[src/sif_pkg.sv]
// ----------------------------------------------------------------------------
// sif_pkg: shared types and constants of the integer format-string formatter
// Holds the channel item structs, the controller states, the command and
// status bundles between controller and datapath, and character codes.
// ----------------------------------------------------------------------------
package sif_pkg;

    typedef struct packed {
        logic [7:0]  fmt_char;
        logic [31:0] arg_value;
        logic        final_req;
    } t_in_item;

    typedef struct packed {
        logic [7:0] out_byte;
        logic       last;
    } t_out_item;

    typedef enum logic [1:0] {
        S_IDLE,
        S_MUL,
        S_DIV,
        S_EMIT
    } t_state;

    typedef enum logic [1:0] {
        K_NONE,
        K_BYTE,
        K_DEC,
        K_HEX
    } t_kind;

    typedef struct packed {
        logic start;
        logic mul;
        logic div_step;
        logic emit;
    } t_cmd;

    typedef struct packed {
        logic in_dec;
        logic in_emits;
        logic div_done;
        logic last_byte;
        logic busy;
    } t_status;

    // Decimal digits of a 32-bit magnitude
    localparam int DEC_DIGITS = 10;

    // floor(v / 10) == (v * RECIP_10) >> RECIP_SHIFT for every 32-bit v
    localparam logic [31:0] RECIP_10    = 32'hCCCC_CCCD;
    localparam int          RECIP_SHIFT = 35;

    localparam logic [7:0] CHAR_NUL     = 8'h00;
    localparam logic [7:0] CHAR_PERCENT = 8'h25;
    localparam logic [7:0] CHAR_MINUS   = 8'h2D;
    localparam logic [7:0] CHAR_ZERO    = 8'h30;
    localparam logic [7:0] CHAR_TWO     = 8'h32;
    localparam logic [7:0] CHAR_EIGHT   = 8'h38;
    localparam logic [7:0] CHAR_UP_X    = 8'h58;
    localparam logic [7:0] CHAR_C       = 8'h63;
    localparam logic [7:0] CHAR_D       = 8'h64;
    localparam logic [7:0] CHAR_I       = 8'h69;
    localparam logic [7:0] CHAR_P       = 8'h70;
    localparam logic [7:0] CHAR_U       = 8'h75;
    localparam logic [7:0] CHAR_X       = 8'h78;

    // Letter bases for hex digits 10..15
    localparam logic [7:0] HEX_LOWER_BASE = 8'h57;
    localparam logic [7:0] HEX_UPPER_BASE = 8'h37;

endpackage

[src/sif_dp.sv]
// ----------------------------------------------------------------------------
// sif_dp: formatter datapath
// Decodes format characters, keeps the directive state, extracts decimal
// digits with a shared reciprocal multiplier and builds output beats.
// ----------------------------------------------------------------------------
module sif_dp (
    input  logic               i_clk,
    input  logic               i_rst_n,
    input  sif_pkg::t_cmd      i_cmd,
    input  sif_pkg::t_in_item  i_in,
    output sif_pkg::t_status   o_status,
    output sif_pkg::t_out_item o_out
);

    // directive state
    logic       r_dir;
    logic [3:0] r_fw;

    // item under work
    sif_pkg::t_kind r_kind;
    logic [7:0]     r_byte;
    logic           r_upper;
    logic [31:0]    r_arg;
    logic           r_sign_pend;
    logic [3:0]     r_body_rem;
    logic           r_fin_pend;

    // digit extraction
    logic [31:0] r_v;
    logic [63:0] r_prod;
    logic [3:0]  r_digits [sif_pkg::DEC_DIGITS];

    sif_pkg::t_out_item r_out;

    // decode
    sif_pkg::t_kind d_kind;
    logic [7:0]     d_byte;
    logic           d_neg;
    logic           d_upper;
    logic           n_dir;
    logic [3:0]     n_fw;
    logic [3:0]     d_sig;
    logic [3:0]     d_hex_cnt;
    logic [3:0]     d_rem;
    logic [31:0]    d_mag;

    always_comb begin
        d_kind  = sif_pkg::K_NONE;
        d_byte  = i_in.fmt_char;
        d_neg   = 1'b0;
        d_upper = 1'b0;
        n_dir   = r_dir;
        n_fw    = r_fw;
        if (!r_dir) begin
            if (i_in.fmt_char == sif_pkg::CHAR_PERCENT) begin
                n_dir = 1'b1;
                n_fw  = 4'd0;
            end else begin
                d_kind = sif_pkg::K_BYTE;
            end
        end else begin
            n_dir = 1'b0;
            unique case (i_in.fmt_char) inside
                sif_pkg::CHAR_D, sif_pkg::CHAR_I: begin
                    d_kind = sif_pkg::K_DEC;
                    d_neg  = i_in.arg_value[31];
                end
                sif_pkg::CHAR_U: begin
                    d_kind = sif_pkg::K_DEC;
                end
                sif_pkg::CHAR_X, sif_pkg::CHAR_P: begin
                    d_kind = sif_pkg::K_HEX;
                end
                sif_pkg::CHAR_UP_X: begin
                    d_kind  = sif_pkg::K_HEX;
                    d_upper = 1'b1;
                end
                sif_pkg::CHAR_C: begin
                    d_kind = sif_pkg::K_BYTE;
                    d_byte = i_in.arg_value[7:0];
                end
                sif_pkg::CHAR_PERCENT: begin
                    d_kind = sif_pkg::K_BYTE;
                    d_byte = sif_pkg::CHAR_PERCENT;
                end
                sif_pkg::CHAR_ZERO: begin
                    n_dir = 1'b1;
                end
                [sif_pkg::CHAR_TWO:sif_pkg::CHAR_EIGHT]: begin
                    n_dir = 1'b1;
                    n_fw  = 4'(i_in.fmt_char - sif_pkg::CHAR_ZERO);
                end
                default: begin
                    n_dir = 1'b0;
                end
            endcase
        end
        if (i_in.final_req) begin
            n_dir = 1'b0;
            n_fw  = 4'd0;
        end
    end

    // significant hex digits, at least one
    always_comb begin
        d_sig = 4'd1;
        for (int i = 1; i < 8; i++) begin
            if (i_in.arg_value[i*4 +: 4] != 4'd0) begin
                d_sig = 4'(i + 1);
            end
        end
        d_hex_cnt = (r_fw > d_sig) ? r_fw : d_sig;
        if (d_hex_cnt > 4'd8) begin
            d_hex_cnt = 4'd8;
        end
    end

    always_comb begin
        case (d_kind)
            sif_pkg::K_BYTE: d_rem = 4'd1;
            sif_pkg::K_HEX:  d_rem = d_hex_cnt;
            default:         d_rem = 4'd0;
        endcase
    end

    assign d_mag = d_neg ? (32'd0 - i_in.arg_value) : i_in.arg_value;

    // shared divide-by-ten step
    logic [28:0] w_q;
    logic [3:0]  w_q10_lo;
    logic [3:0]  w_digit;
    logic [31:0] w_mul_a;
    logic [63:0] w_prod;

    assign w_q      = r_prod[63:sif_pkg::RECIP_SHIFT];
    assign w_q10_lo = 4'({w_q[0], 3'b000}) + 4'({w_q[2:0], 1'b0});
    assign w_digit  = r_v[3:0] - w_q10_lo;
    assign w_mul_a  = i_cmd.div_step ? {3'b000, w_q} : r_v;
    assign w_prod   = 64'(w_mul_a) * 64'(sif_pkg::RECIP_10);

    // beat build
    logic [3:0] w_rd_idx;
    logic [3:0] w_nib;
    logic [7:0] w_hex_char;
    logic [7:0] w_byte;
    logic       w_last;

    assign w_rd_idx = r_body_rem - 4'd1;
    assign w_nib    = r_arg[w_rd_idx[2:0]*4 +: 4];

    always_comb begin
        if (w_nib >= 4'd10) begin
            w_hex_char = (r_upper ? sif_pkg::HEX_UPPER_BASE : sif_pkg::HEX_LOWER_BASE)
                         + 8'(w_nib);
        end else begin
            w_hex_char = sif_pkg::CHAR_ZERO + 8'(w_nib);
        end
    end

    always_comb begin
        if (r_sign_pend) begin
            w_byte = sif_pkg::CHAR_MINUS;
            w_last = 1'b0;
        end else if (r_body_rem != 4'd0) begin
            case (r_kind)
                sif_pkg::K_DEC: w_byte = sif_pkg::CHAR_ZERO + 8'(r_digits[w_rd_idx]);
                sif_pkg::K_HEX: w_byte = w_hex_char;
                default:        w_byte = r_byte;
            endcase
            w_last = (r_body_rem == 4'd1) && !r_fin_pend;
        end else begin
            w_byte = sif_pkg::CHAR_NUL;
            w_last = 1'b1;
        end
    end

    // control state
    always_ff @(posedge i_clk) begin
        if (!i_rst_n) begin
            r_dir       <= 1'b0;
            r_fw        <= 4'd0;
            r_sign_pend <= 1'b0;
            r_body_rem  <= 4'd0;
            r_fin_pend  <= 1'b0;
        end else if (i_cmd.start) begin
            r_dir       <= n_dir;
            r_fw        <= n_fw;
            r_sign_pend <= d_neg;
            r_body_rem  <= d_rem;
            r_fin_pend  <= i_in.final_req;
        end else if (i_cmd.div_step) begin
            r_body_rem <= r_body_rem + 4'd1;
        end else if (i_cmd.emit) begin
            if (r_sign_pend) begin
                r_sign_pend <= 1'b0;
            end else if (r_body_rem != 4'd0) begin
                r_body_rem <= r_body_rem - 4'd1;
            end else begin
                r_fin_pend <= 1'b0;
            end
        end
    end

    // payload
    always_ff @(posedge i_clk) begin
        if (i_cmd.start) begin
            r_kind  <= d_kind;
            r_byte  <= d_byte;
            r_upper <= d_upper;
            r_arg   <= i_in.arg_value;
            r_v     <= d_mag;
        end
        if (i_cmd.mul) begin
            r_prod <= w_prod;
        end
        if (i_cmd.div_step) begin
            r_prod               <= w_prod;
            r_v                  <= {3'b000, w_q};
            r_digits[r_body_rem] <= w_digit;
        end
        if (i_cmd.emit) begin
            r_out.out_byte <= w_byte;
            r_out.last     <= w_last;
        end
    end

    assign o_status.in_dec    = (d_kind == sif_pkg::K_DEC);
    assign o_status.in_emits  = (d_kind != sif_pkg::K_NONE) || i_in.final_req;
    assign o_status.div_done  = (w_q == 29'd0);
    assign o_status.last_byte = w_last;
    assign o_status.busy      = r_sign_pend || (r_body_rem != 4'd0) || r_fin_pend;
    assign o_out              = r_out;

endmodule

[src/sif_ctrl.sv]
// ----------------------------------------------------------------------------
// sif_ctrl: formatter controller
// Sequences accept, digit extraction and beat output; owns the output
// valid flag.
// ----------------------------------------------------------------------------
module sif_ctrl (
    input  logic             i_clk,
    input  logic             i_rst_n,
    input  logic             i_in_valid,
    output logic             o_in_ready,
    output logic             o_out_valid,
    input  logic             i_out_ready,
    input  sif_pkg::t_status i_status,
    output sif_pkg::t_cmd    o_cmd
);

    sif_pkg::t_state r_state, n_state;
    logic            r_out_valid;
    logic            w_slot_free;

    assign w_slot_free = !r_out_valid || i_out_ready;

    always_ff @(posedge i_clk) begin
        if (!i_rst_n) begin
            r_state     <= sif_pkg::S_IDLE;
            r_out_valid <= 1'b0;
        end else begin
            r_state <= n_state;
            if (o_cmd.emit) begin
                r_out_valid <= 1'b1;
            end else if (i_out_ready) begin
                r_out_valid <= 1'b0;
            end
        end
    end

    always_comb begin
        n_state = r_state;
        o_cmd   = '0;
        unique case (r_state)
            sif_pkg::S_IDLE: begin
                if (i_in_valid) begin
                    o_cmd.start = 1'b1;
                    if (i_status.in_dec) begin
                        n_state = sif_pkg::S_MUL;
                    end else if (i_status.in_emits) begin
                        n_state = sif_pkg::S_EMIT;
                    end
                end
            end
            sif_pkg::S_MUL: begin
                o_cmd.mul = 1'b1;
                n_state   = sif_pkg::S_DIV;
            end
            sif_pkg::S_DIV: begin
                o_cmd.div_step = 1'b1;
                if (i_status.div_done) begin
                    n_state = sif_pkg::S_EMIT;
                end
            end
            sif_pkg::S_EMIT: begin
                if (w_slot_free) begin
                    o_cmd.emit = 1'b1;
                    if (i_status.last_byte) begin
                        n_state = sif_pkg::S_IDLE;
                    end
                end
            end
            default: begin
                n_state = sif_pkg::S_IDLE;
            end
        endcase
    end

    assign o_in_ready  = (r_state == sif_pkg::S_IDLE);
    assign o_out_valid = r_out_valid;

endmodule

[src/format_string_integer_formatter.sv]
// ----------------------------------------------------------------------------
// format_string_integer_formatter: printf-style integer formatter
// Turns a stream of format characters with argument words into a stream of
// output bytes: echoes text, expands d/i/u/x/X/p/c/%% directives and ends a
// string with a NUL terminator.
// ----------------------------------------------------------------------------
// Usage:
//   Input channel (i_in_valid / o_in_ready / i_in_data) takes one format
//   character per beat with its argument word and final flag. Output channel
//   (o_out_valid / i_out_ready / o_out_data) gives one byte per beat; last
//   marks the final byte caused by an input beat.
//   One item is worked on at a time. Ready is high only while the controller
//   is idle; the output register lets the next item enter while the last
//   byte of the previous one still waits.
//   Items that cause no output (e.g. '%', a width digit) are done when
//   accepted. Plain chars, %c and %% emit one byte and hex emits n digits;
//   decimal runs the divide-by-ten loop (one reciprocal multiply per digit)
//   before it emits the sign and n digits. A final beat adds the terminator.
//   The output port gives one byte per cycle while the receiver is ready.
//   Reset returns to text mode with width zero and drops any pending beat.
//   A stalled receiver holds the output register and pauses the controller.
// ----------------------------------------------------------------------------
module format_string_integer_formatter (
    input  logic               i_clk,
    input  logic               i_rst_n,
    input  logic               i_in_valid,
    output logic               o_in_ready,
    input  sif_pkg::t_in_item  i_in_data,
    output logic               o_out_valid,
    input  logic               i_out_ready,
    output sif_pkg::t_out_item o_out_data
);

    // command and status between controller and datapath
    sif_pkg::t_cmd    w_cmd;
    sif_pkg::t_status w_status;

    // controller: handshake, digit loop sequencing, output valid
    sif_ctrl u_ctrl (
        .i_clk       (i_clk),
        .i_rst_n     (i_rst_n),
        .i_in_valid  (i_in_valid),
        .o_in_ready  (o_in_ready),
        .o_out_valid (o_out_valid),
        .i_out_ready (i_out_ready),
        .i_status    (w_status),
        .o_cmd       (w_cmd)
    );

    // datapath: decode, directive state, digit extraction, beat build
    sif_dp u_dp (
        .i_clk    (i_clk),
        .i_rst_n  (i_rst_n),
        .i_cmd    (w_cmd),
        .i_in     (i_in_data),
        .o_status (w_status),
        .o_out    (o_out_data)
    );

    // Idle controller never leaves bytes behind in the datapath
    a_idle_drained : assert property (@(posedge i_clk) disable iff (!i_rst_n)
        o_in_ready |-> !w_status.busy)
        else $error("controller idle with bytes still pending");

    // Never overwrite a beat the receiver has not taken
    a_no_overwrite : assert property (@(posedge i_clk) disable iff (!i_rst_n)
        w_cmd.emit |-> (!o_out_valid || i_out_ready))
        else $error("output beat overwritten while stalled");

    // An item that causes no bytes leaves the block ready in the next cycle
    a_silent_item : assert property (@(posedge i_clk) disable iff (!i_rst_n)
        (i_in_valid && o_in_ready && !w_status.in_emits) |=> o_in_ready)
        else $error("silent item did not return to idle");

endmodule

[config.mk]
export PLATFORM = sky130hd
export DESIGN_NAME = format_string_integer_formatter
export DESIGN_NICKNAME = d
export VERILOG_FILES = /design/src/sif_pkg.sv /design/src/sif_dp.sv /design/src/sif_ctrl.sv /design/src/format_string_integer_formatter.sv
export SDC_FILE = /design/constraint.sdc
export NUM_CORES = 1
export LEC_CHECK = 0
export BUFFER_PORTS_ARGS = -buffer_cell sky130_fd_sc_hd__clkbuf_2
export CORE_MARGIN = 8
export CORE_UTILIZATION = 40
export DETAILED_ROUTE_END_ITERATION = 10
export PLACE_DENSITY = 0.62
export RECOVER_POWER = 50
export SLEW_MARGIN = 10
export SYNTH_ARGS = -nofsm -noshare
export SYNTH_HDL_FRONTEND = slang
export SYNTH_SLANG_ARGS = --single-unit
[constraint.sdc]
create_clock -name i_clk -period 10.95 [get_ports i_clk]
set_input_delay 2.19 -clock i_clk [delete_from_list [all_inputs] [get_ports i_clk]]
set_output_delay 2.19 -clock i_clk [all_outputs]
set_load 0.05 [all_outputs]
# --- Word-level counts from Yosys, hierarchy flattened ---
# Memories as Yosys holds them, arrays and structs flattened.
# Index checks and enable logic that the tools add are counted.
classes:
  add_sub_neg: 9
  multipliers: 1
  order_cmp: 5
  n_eq_ne: 28
  n_shift: 1
  n_mux: 68
  bitwise_logic: 1
  reduce_logical: 35
op_table:
  columns: ["cell", "count"]
  rows:
  - ["64-bit two-way mux", 2]
  - ["32-bit by 32-bit multiplier with 64-bit output, second input constant", 1]
  - ["32-bit two-way mux", 2]
  - ["29-bit two-way mux", 2]
  - ["8-bit by 7-bit equality test with 1-bit output, second input constant", 7]
  - ["4-bit two-way mux", 12]
  - ["8-bit one-hot mux with 2 select lines", 2]
  - ["4-bit nonzero test", 8]
  - ["32-bit by 6-bit indexed part select with 4-bit output", 1]
  - ["1-bit by 32-bit subtractor with 32-bit output, first input constant", 1]
  - ["29-bit logical NOT", 1]
  - ["1-bit two-way mux", 28]
  - ["2-bit two-way mux", 9]
  - ["8-bit by 6-bit equality test with 1-bit output, second input constant", 2]
  - ["8-bit two-way mux", 2]
  - ["6-bit by 4-bit adder with 7-bit output, first input constant", 2]
  - ["2-bit equality test, second input constant", 6]
  - ["3-bit two-way mux", 4]
  - ["2-bit nonzero test", 5]
  - ["3-bit nonzero test", 3]
  - ["8-bit by 4-bit adder with 8-bit output", 1]
  - ["8-bit by 6-bit >= comparator with 1-bit output, second input constant", 1]
  - ["8-bit by 6-bit less-or-equal comparator with 1-bit output, second input constant", 1]
  - ["2-bit != test, second input constant", 4]
  - ["other kinds (29)", 41]
word_totals:
  ff_bits: 162
  ram_bits: 40
  inputBits: 45
  out_inout_bits: 11
  wordCells: 166
  memories: 1
mem_list:
  columns: ["name", "words", "word_bits", "rd", "rd_ports_with_merged_regs", "write_ports", "line_no", "source"]
  rows:
  - ["u_dp.r_digits", 10, 4, 1, 0, 1, "sif_dp.sv:31", "logic [3:0] r_digits [sif_pkg::DEC_DIGITS];"]

# --- Longest topological paths before layout ---
# Gate-level depths: netlist of the first run.
logic_depth:
  depth_word: 14
  mapped_depth: 32
  mapped_depth_nobuf: 29

# --- Cells and area by module ---
# From an unflattened synthesis of the first run, not the netlist that was laid out.
hier_totals:
  cells_unflattened: 2362
  hier_area_um2: 24981.5
modules_own_cells:
  columns: ["module", "n_inst", "cells_per_inst", "area_each_um2", "seq_area_each_um2"]
  rows:
  - ["sif_dp", 1, 2336, 24736.2, 4784.6]
  - ["sif_ctrl", 1, 26, 245.2, 60.1]

# --- Worst setup path before layout of the first run ---
# No wires, ideal clock.
synth_path:
  path_type: "register to register"
  from: "register u_ctrl.r_state[0]"
  to: "register u_dp.r_prod[57] (data pin)"
  setup_time_ns: 0.256
  arrival_ns: 8.252
  t_required_ns: 10.694
  setup_slack_ns: 2.442
  path_stages_with_launch: 33
  path_buffers: 5
  synth_period_minus_slack_ns: 8.508
  path_cell_list: "dfxtp_1 inv_1 ha_1 buf_2 buf_1 clkbuf_1 clkbuf_1 nand2_1 o21ai_0 ha_1 inv_1 fa_1 inv_1 fa_1 inv_1 fa_1 inv_1 fa_1 fa_1 fa_1 inv_1 fa_1 inv_1 ha_1 buf_2 a21oi_1 a21boi_1 nor4b_1 o31ai_1 o31ai_2 a21boi_1 or4b_1 o211a_1"
synth_via:
  elab_chain_cells: 6
synth_rtl:
  columns: ["element", "line_no", "source"]
  rows:
  - ["start, declared", "sif_ctrl.sv:17", "sif_pkg::t_state r_state, n_state;"]
  - ["start signal, assigned", "sif_ctrl.sv:25", "r_state <= sif_pkg::S_IDLE;"]
  - ["start signal, assigned", "sif_ctrl.sv:28", "r_state <= n_state;"]
  - ["2-bit equality test (*)", "sif_ctrl.sv:40", "unique case (r_state)"]
  - ["1-bit two-way mux (*)", "sif_ctrl.sv:40", null]
  - ["32-bit two-way mux (*)", "sif_dp.sv:138", "assign w_mul_a = i_cmd.div_step ? {3'b000, w_q} : r_v;"]
  - ["32-bit by 32-bit multiplier with 64-bit output (*)", "sif_dp.sv:139", "assign w_prod = 64'(w_mul_a) * 64'(sif_pkg::RECIP_10);"]
  - ["named net u_dp.w_prod[57]", "sif_dp.sv:133", "logic [63:0] w_prod;"]
  - ["64-bit two-way mux", "sif_dp.sv:213", "if (i_cmd.mul) begin"]
  - ["64-bit two-way mux (*)", "sif_dp.sv:216", "if (i_cmd.div_step) begin"]
  - ["end signal, assigned", "sif_dp.sv:214", "r_prod <= w_prod;"]
  - ["end signal, assigned", "sif_dp.sv:217", "r_prod <= w_prod;"]
  - ["end, declared", "sif_dp.sv:30", "logic [63:0] r_prod;"]
# Mark *: on every way through the listed nets, which the timed path passes. The rest lies on a longest branch. The select of a mux whose other input is x is not followed.
# A chain may end at the register's enable or synchronous reset.

# --- Worst setup path after layout of the first run ---
layout_path:
  from: "register u_ctrl.r_state[0]"
  to: "register u_dp.r_prod[62] (data pin)"
# The elaborated chain is that of the path after synthesis.

==> results.txt, run 1 <==
The data required time at the worst endpoint came out at 11,180 ps. The starting density of the core came out at 0.403. The number of top-level pins came out at 56. Synthesis produced a netlist with a net count of 3,252.

Entering global routing, the biggest net connects 90 pins. The count of distinct cell types in the synthesized netlist is 79. In this run the most used layer during global routing was met2.

The flow ran to the end, but the final reports show violations. The worst-path maximum fanout came out at 16. Setup repair after global routing left no endpoint under its margin. Adding up every negative setup slack in the final design gives 0 ps. The number of setup violations in the final report is 0.

The kind of capture point of the worst setup path is a flip-flop. Once detail routing completed, the nets flagged for antenna violations numbered 0. The total routing usage reported by global routing is 0.218. The cell area after layout is 0.0272 mm².

The initial antenna violation count was 0. For the worst setup path, the data arrival time is 10,080 ps. In the final layout, the share of cells above drive strength 1 is 0.0439. For this run, the leading register cell type out of synthesis is sky130_fd_sc_hd__edfxtp_1. After synthesis, the mean cell area works out to 10.3 µm². Once the clock tree was built, the setup fixing pass inserted 0 buffers.

The number of gates resized after cts came out at 0. The number of filler cells placed in the layout came out at 6,107. For this design, the CTS-stage hold fixing added 0 buffers. The first-pass detailed-route iteration total is 6.

Once placement completed, the tool counted placed cells totaling 3,342. The count of final hold-check violations is 0. The synthesized netlist occupies a cell area of 0.0253 mm². In this run the standard cell core region covers 0.0629 mm².

TritonCTS built the clock tree. The final weighted congestion of routability-driven global placement is 1.02. Relative to the synthesized area, the layout overhead comes to 7.38%. The overall die width is 268 µm.

The checks that failed: max-capacitance violations, max-slew violations. The Yosys step of the flow raised 0 warnings. The area of the die came out at 0.0717 mm². The half-perimeter wire length after detailed placement is 68.1 mm. The number of standard-cell rows in the floorplan came out at 92. The post-route clock skew is 10.6 ps. The vias after detailed routing came out at 17,952. The remaining global-route overflow is 0. The post-route clock period utilization came out at 0.899. Once layout is complete, the cells apart from fillers number 3,374. The via count of the first global-routing pass is 19,182. The final routed wire length divided by cell count came out at 22.9 µm. The clock-pin slew of the registers on the worst-case setup and hold paths is 80 ps. The count of max-cap constraint violations came out at 3. The clock latency reported for the late side of the worst-skew pair is 440 ps. The core occupancy in the finished layout is 0.433.

The number of remaining DRC errors came out at 0. The met2 track utilization from global routing is 0.373. The number of buffers added on ports is 55.

The number of pins exceeding their max-slew limit in the final report came out at 90. Synthesis produced a netlist whose cell count is 2,464. The y dimension of the die came out at 268 µm.

Once placement finished, the instance area stood at 0.0267 mm². The CTS root buffer is sky130_fd_sc_hd__clkbuf_16. The number of levels in the clock H-tree is 4. The clock drives 167 sinks. Counting along the longest clock path gives a buffer depth of 2. Counting I/O delays and the setup requirement, the final critical path takes 9840 ps. The first routing iteration left 1,441 violations. The global-route track usage on met3 came out at 0.0209. The slew of the pin with the lowest slew margin is 2070 ps. The post-layout net count came out at 3,303. The post-synthesis sequential element count came out at 167. The via count normalized by instance count is 5.32. The number of flops mapped to enable cells by yosys is 150. Counting flops with an async set or reset pin after synthesis yields a share of 0. 0 antenna diodes ended up in the layout. The min-delay analysis places its worst path in the category reg -> reg. The final layout contains routed wiring with a total length of 77.2 mm.

The number of CTS-inserted buffers came out at 17. The max-slew headroom at the worst pin came out at -0.381. STA classifies the critical path startpoint as a flip-flop. The first global-routing pass estimated 118 mm of wire. The met1 demand-to-capacity share in global routing is 0.295. Of the synthesized area, sequential elements account for 0.191. For this run, the top clock speed supported by timing is 0.102 GHz.

The start-to-end type of the worst setup path is reg -> reg.
## critical path, cell delays in order, from the launching register on
cell                       delay (ps)
sky130_fd_sc_hd__dfxtp_1          340
sky130_fd_sc_hd__inv_1            150
sky130_fd_sc_hd__ha_1             170
sky130_fd_sc_hd__clkbuf_1         730
sky130_fd_sc_hd__mux2i_1          480
sky130_fd_sc_hd__inv_1            240
sky130_fd_sc_hd__ha_1             570
sky130_fd_sc_hd__xor2_1           630
sky130_fd_sc_hd__a21o_1           280
sky130_fd_sc_hd__fa_1             500
sky130_fd_sc_hd__fa_1             570
sky130_fd_sc_hd__fa_1             450
sky130_fd_sc_hd__fa_1             420
sky130_fd_sc_hd__fa_1             510
sky130_fd_sc_hd__inv_1             40
sky130_fd_sc_hd__fa_1             480
sky130_fd_sc_hd__inv_1             50
sky130_fd_sc_hd__ha_1             460
sky130_fd_sc_hd__nand3_1          140
sky130_fd_sc_hd__a21boi_1         300
sky130_fd_sc_hd__nor4b_1          120
sky130_fd_sc_hd__buf_4            150
sky130_fd_sc_hd__o31ai_1          760
sky130_fd_sc_hd__o21ai_1          320
sky130_fd_sc_hd__a21oi_1          320
sky130_fd_sc_hd__nor3_1           120
sky130_fd_sc_hd__o311ai_1         300
## final timing paths
kind	from	endpoint	slack [ps]	cells past startpoint
max reg2reg	u_ctrl.r_state[0]	u_dp.r_prod[62]	1110	26
max	u_ctrl.r_state[0]	u_dp.r_prod[62]	1110	26
min	u_dp.r_fin_pend	u_dp.r_fin_pend	490	2
min reg2reg	u_dp.r_fin_pend	u_dp.r_fin_pend	490	2
## stage by stage
stage | hold slack [ps] | setup WS, ps
6_report | 489 | 1110
2_1_floorplan | 432 | 2440
5_1_grt | 517 | 646
3_5_place_dp | 472 | 1290
3_3_place_gp | 470 | 1520
4_1_cts | 484 | 1230
## cell type report
type | instances | area [µm²] | area share
Multi-Input combinational cell | 1649 | 18100 | 0.664
Sequential cell | 167 | 4840 | 0.178
Inverter | 604 | 2270 | 0.0833
Tap cell | 846 | 1060 | 0.0389
Clock buffer | 17 | 425 | 0.0156
Timing Repair Buffer | 76 | 369 | 0.0136
Clock inverter | 15 | 186 | 0.00685
## cell families (layout without fill, tap and decap cells)
logic type	Yosys count	count (layout)	share of synthesized area
mux	43	43	0.0253
fa+ha+maj	743	743	0.481
xor+xnor	119	119	0.0414
flops	167	167	0.191
buf+inv	648	712	0.0963
compound gates	353	353	0.0873
simple gates	391	391	0.0774
## metal layers
layer	wire length, µm	up-vias
li1	-	8157
met1	33400	9120
met2	37800	569
met3	3640	106
met4	2360	0
met5	0	-
## Yosys cell counts, drive strengths merged, types with 5 or more instances
cell type	instances	area share
a211oi	17	0.0052
a21o	39	0.012
a21oi	90	0.018
a31oi	11	0.0027
and2	14	0.0035
and3	10	0.0025
buf	11	0.0020
clkbuf	33	0.0049
dfxtp	17	0.013
edfxtp	150	0.18
fa	386	0.30
ha	357	0.18
inv	603	0.089
mux2	6	0.0027
mux2i	21	0.0084
mux4	16	0.014
nand2	128	0.019
nand2b	18	0.0044
nand3	26	0.0051
nand4	18	0.0044
nor2	84	0.012
nor2b	16	0.0039
nor3	19	0.0038
nor3b	5	0.0015
nor4	18	0.0059
o211ai	15	0.0044
o21a	11	0.0033
o21ai	115	0.023
o31ai	13	0.0048
or2	7	0.0018
or3	9	0.0022
or4	8	0.0025
xnor2	55	0.019
xor2	64	0.022
## registers in the layout (all words and copies together), names as in the netlist, 2 cells and up
name,count
u_dp.r_digits,40
u_dp.r_v,32
u_dp.r_kind,2
u_dp.r_fw,4
u_ctrl.r_state,2
u_dp.r_body_rem,4
u_dp.r_byte,8
u_dp.o_out,9
u_dp.r_prod,29
u_dp.r_arg,32
## cell usage in the layout, fill, tap and decap left out, drive strengths merged, types with 15 or more instances in the layout
master / count
a211oi: 17
a21o: 39
a21oi: 90
buf: 16
clkbuf: 77
dfxtp: 17
edfxtp: 150
fa: 386
ha: 357
inv: 614
mux2i: 21
mux4: 16
nand2: 128
nand2b: 18
nand3: 26
nand4: 18
nor2: 84
nor2b: 16
nor3: 19
nor4: 18
o211ai: 15
o21ai: 115
xnor2: 55
xor2: 64
Power of run 1 is left out: the tool's default activity adds up to more than one toggle a clock period on the data nets, which glitch-free logic cannot reach.
==> inputs of run 2 (changes only) <==
CORE_ASPECT_RATIO = 0.75   (was default)
REMOVE_ABC_BUFFERS = 1   (was default)
==> results.txt, run 2 (synthesis results as in run 1) <==
The initial antenna violation count is 0. The overall die width came out at 307 µm. For this block, the initial DRC count from the detailed router was 1,931. The number of gates resized after CTS was 0.

The final critical path time including I/O delays and setup came out at 9940 ps. The final weighted congestion of routability-driven global placement came out at 0.988. In the final layout, the registers with the most flip-flops are u_dp.r_digits x40, u_dp.r_arg x32, u_dp.r_v x32. The routed wire length came out at 79.4 mm.

The library cells used most frequently in the layout, excluding fill and tap cells, are sky130_fd_sc_hd__inv_1, sky130_fd_sc_hd__fa_1, sky130_fd_sc_hd__ha_1. In this run the core area contains 80 standard-cell rows. The number of buffers added on ports came out at 55. The number of pins exceeding their max-slew limit in the final report is 58. The CTS root buffer is sky130_fd_sc_hd__clkbuf_16. The category of the worst setup path launch point is a flip-flop.

The number of diodes added for antenna fixing is 0. The number of sinks on the clock net came out at 167. The die is 234 µm tall. The via count of the first global-routing pass is 18,947. The worst hold path belongs to the class reg -> reg.

The start-to-end type of the worst setup path is reg -> reg. Dividing the detail-routed via count by the number of cells gives 5.41. Of all nets on the critical path, the largest fanout is 76. On the critical path the largest part of the delay comes from adder cells. Once placement completed, the tool counted placed cells totaling 3,355.

Setup repair after global routing left no endpoint under its margin. The number of CTS-inserted buffers is 17. After clock tree synthesis, the clock-pin slew on the worst setup and hold paths is 70 ps. The library cell used most frequently in the layout, excluding fill and tap cells, is sky130_fd_sc_hd__inv_1. The checks that failed: max-capacitance violations, max-slew violations. The largest individual stage delay along the critical path comes from the cell sky130_fd_sc_hd__a211oi_2. The number of setup violations in the final report came out at 0. The post-layout net count came out at 3,301.

The TritonCTS clock tree is yes. The kind of capture point of the worst setup path is a flip-flop. The cell area after layout came out at 0.0272 mm². The share of post-route cells with drive strength above 1 is 0.0444. The data required time at the worst endpoint came out at 11,190 ps. The count of nets left with antenna violations after detail routing is 0. For the pin with the worst max-slew slack, the measured transition is 1980 ps.

For the worst setup path, the data arrival time is 10,180 ps. The finished layout holds 3,386 standard cells, fillers aside. The count of final hold-check violations came to 0.

The total routing usage reported by global routing is 0.223. The vias after detailed routing came out at 18,320. Setup slack on the worst reg-to-reg path comes out at 1010 ps.

The remaining global-route overflow is 0. The register with the most flip-flops in the layout has 40 of them. The number of buffers inserted by hold repair at cts is 0.

The global-route wire length before repair is 121 mm. The core occupancy in the finished layout came out at 0.431. Between clock sinks in the finished design, the worst skew comes to 9.32 ps. The placed cell area came out at 0.0267 mm². The number of setup buffers added after CTS is 0. Detailed placement finished with a half-perimeter wire length of 69.5 mm. The timing-limited maximum frequency came out at 0.101 GHz. The run finished, with violations left.

The longest clock path from root to sink contains 2 buffers. The largest stage delay on the critical path came out at 710 ps. The starting density of the core came out at 0.401. The final routed wire length divided by cell count came out at 23.5 µm. The most numerous cell type found on the critical path is sky130_fd_sc_hd__fa_1. Dividing the final minimum period by the clock period gives 0.907. The area of the die came out at 0.0718 mm². The pin count of the biggest net entering global routing is 77.

The H-tree was split into 4 levels. The clock latency reported for the late side of the worst-skew pair is 440 ps. The register ranked first by flip-flop count is u_dp.r_digits.

The tool flagged a number of max-cap violations equal to 2. The area overhead of the layout relative to synthesis is 7.30%. The first-pass detailed-route iteration total came out at 6. The sum of negative setup slack is 0 ps.

The number of top-level pins is 56. The total buffers and inverters traversed by the critical path is 4. The number of remaining DRC errors is 0.

The worst pin sits at a relative slew slack of -0.323. In this run the standard cell core region covers 0.0632 mm².
[run 2: final timing paths]
path                          start  depth (start not counted)               to
setup / recovery  u_ctrl.r_state[0]                         25  u_dp.r_prod[62]
hold / removal         u_dp.r_v[31]                          2     u_dp.r_v[31]
setup reg to reg  u_ctrl.r_state[0]                         25  u_dp.r_prod[62]
hold reg to reg        u_dp.r_v[31]                          2     u_dp.r_v[31]
[run 2: per-stage QoR]
| step | setup WS [ps] | hold slack (ps) |
|---|---|---|
| 4_1_cts | 1080 | 467 |
| 6_report | 1010 | 466 |
| 3_5_place_dp | 1110 | 458 |
| 2_1_floorplan | 1470 | 432 |
| 3_3_place_gp | 537 | 459 |
| 5_1_grt | 542 | 485 |
[run 2: layer usage]
layer	global-route usage	wire length [µm]	share of wire	up-vias
li1	-	-	-	8121
met1	0.346	38300	0.48	9388
met2	0.336	34100	0.43	755
met3	0.0322	6260	0.079	56
met4	0.0279	793	0.010	0
met5	0	0	0	-
[run 2: cell type report]
type,count,area (µm²)
clock buffer,17,425
clock inverter,14,140
fill,6069,36000
inverter,604,2270
multi-input combinational,1649,18100
sequential,167,4840
tap,861,1080
timing repair buffer,74,368
[run 2: worst reg2reg max path: stages, from the launching register on]
cell and delay, ps:
sky130_fd_sc_hd__dfxtp_1 330, sky130_fd_sc_hd__inv_1 150, sky130_fd_sc_hd__ha_4 660, sky130_fd_sc_hd__buf_4 390, sky130_fd_sc_hd__nand2_1 140, sky130_fd_sc_hd__o21ai_0 410
sky130_fd_sc_hd__ha_1 450, sky130_fd_sc_hd__xor2_1 510, sky130_fd_sc_hd__xor2_1 430, sky130_fd_sc_hd__fa_1 510, sky130_fd_sc_hd__fa_1 520, sky130_fd_sc_hd__fa_1 430
sky130_fd_sc_hd__fa_1 450, sky130_fd_sc_hd__fa_1 490, sky130_fd_sc_hd__inv_1 50, sky130_fd_sc_hd__fa_1 470, sky130_fd_sc_hd__inv_1 40, sky130_fd_sc_hd__ha_1 480
sky130_fd_sc_hd__nand2_1 120, sky130_fd_sc_hd__nor4_1 530, sky130_fd_sc_hd__o211ai_1 360, sky130_fd_sc_hd__a211oi_2 710, sky130_fd_sc_hd__a21oi_1 310, sky130_fd_sc_hd__a21oi_1 370
sky130_fd_sc_hd__nor3_1 130, sky130_fd_sc_hd__o311ai_1 290
Power of run 2 is left out for the same reason.
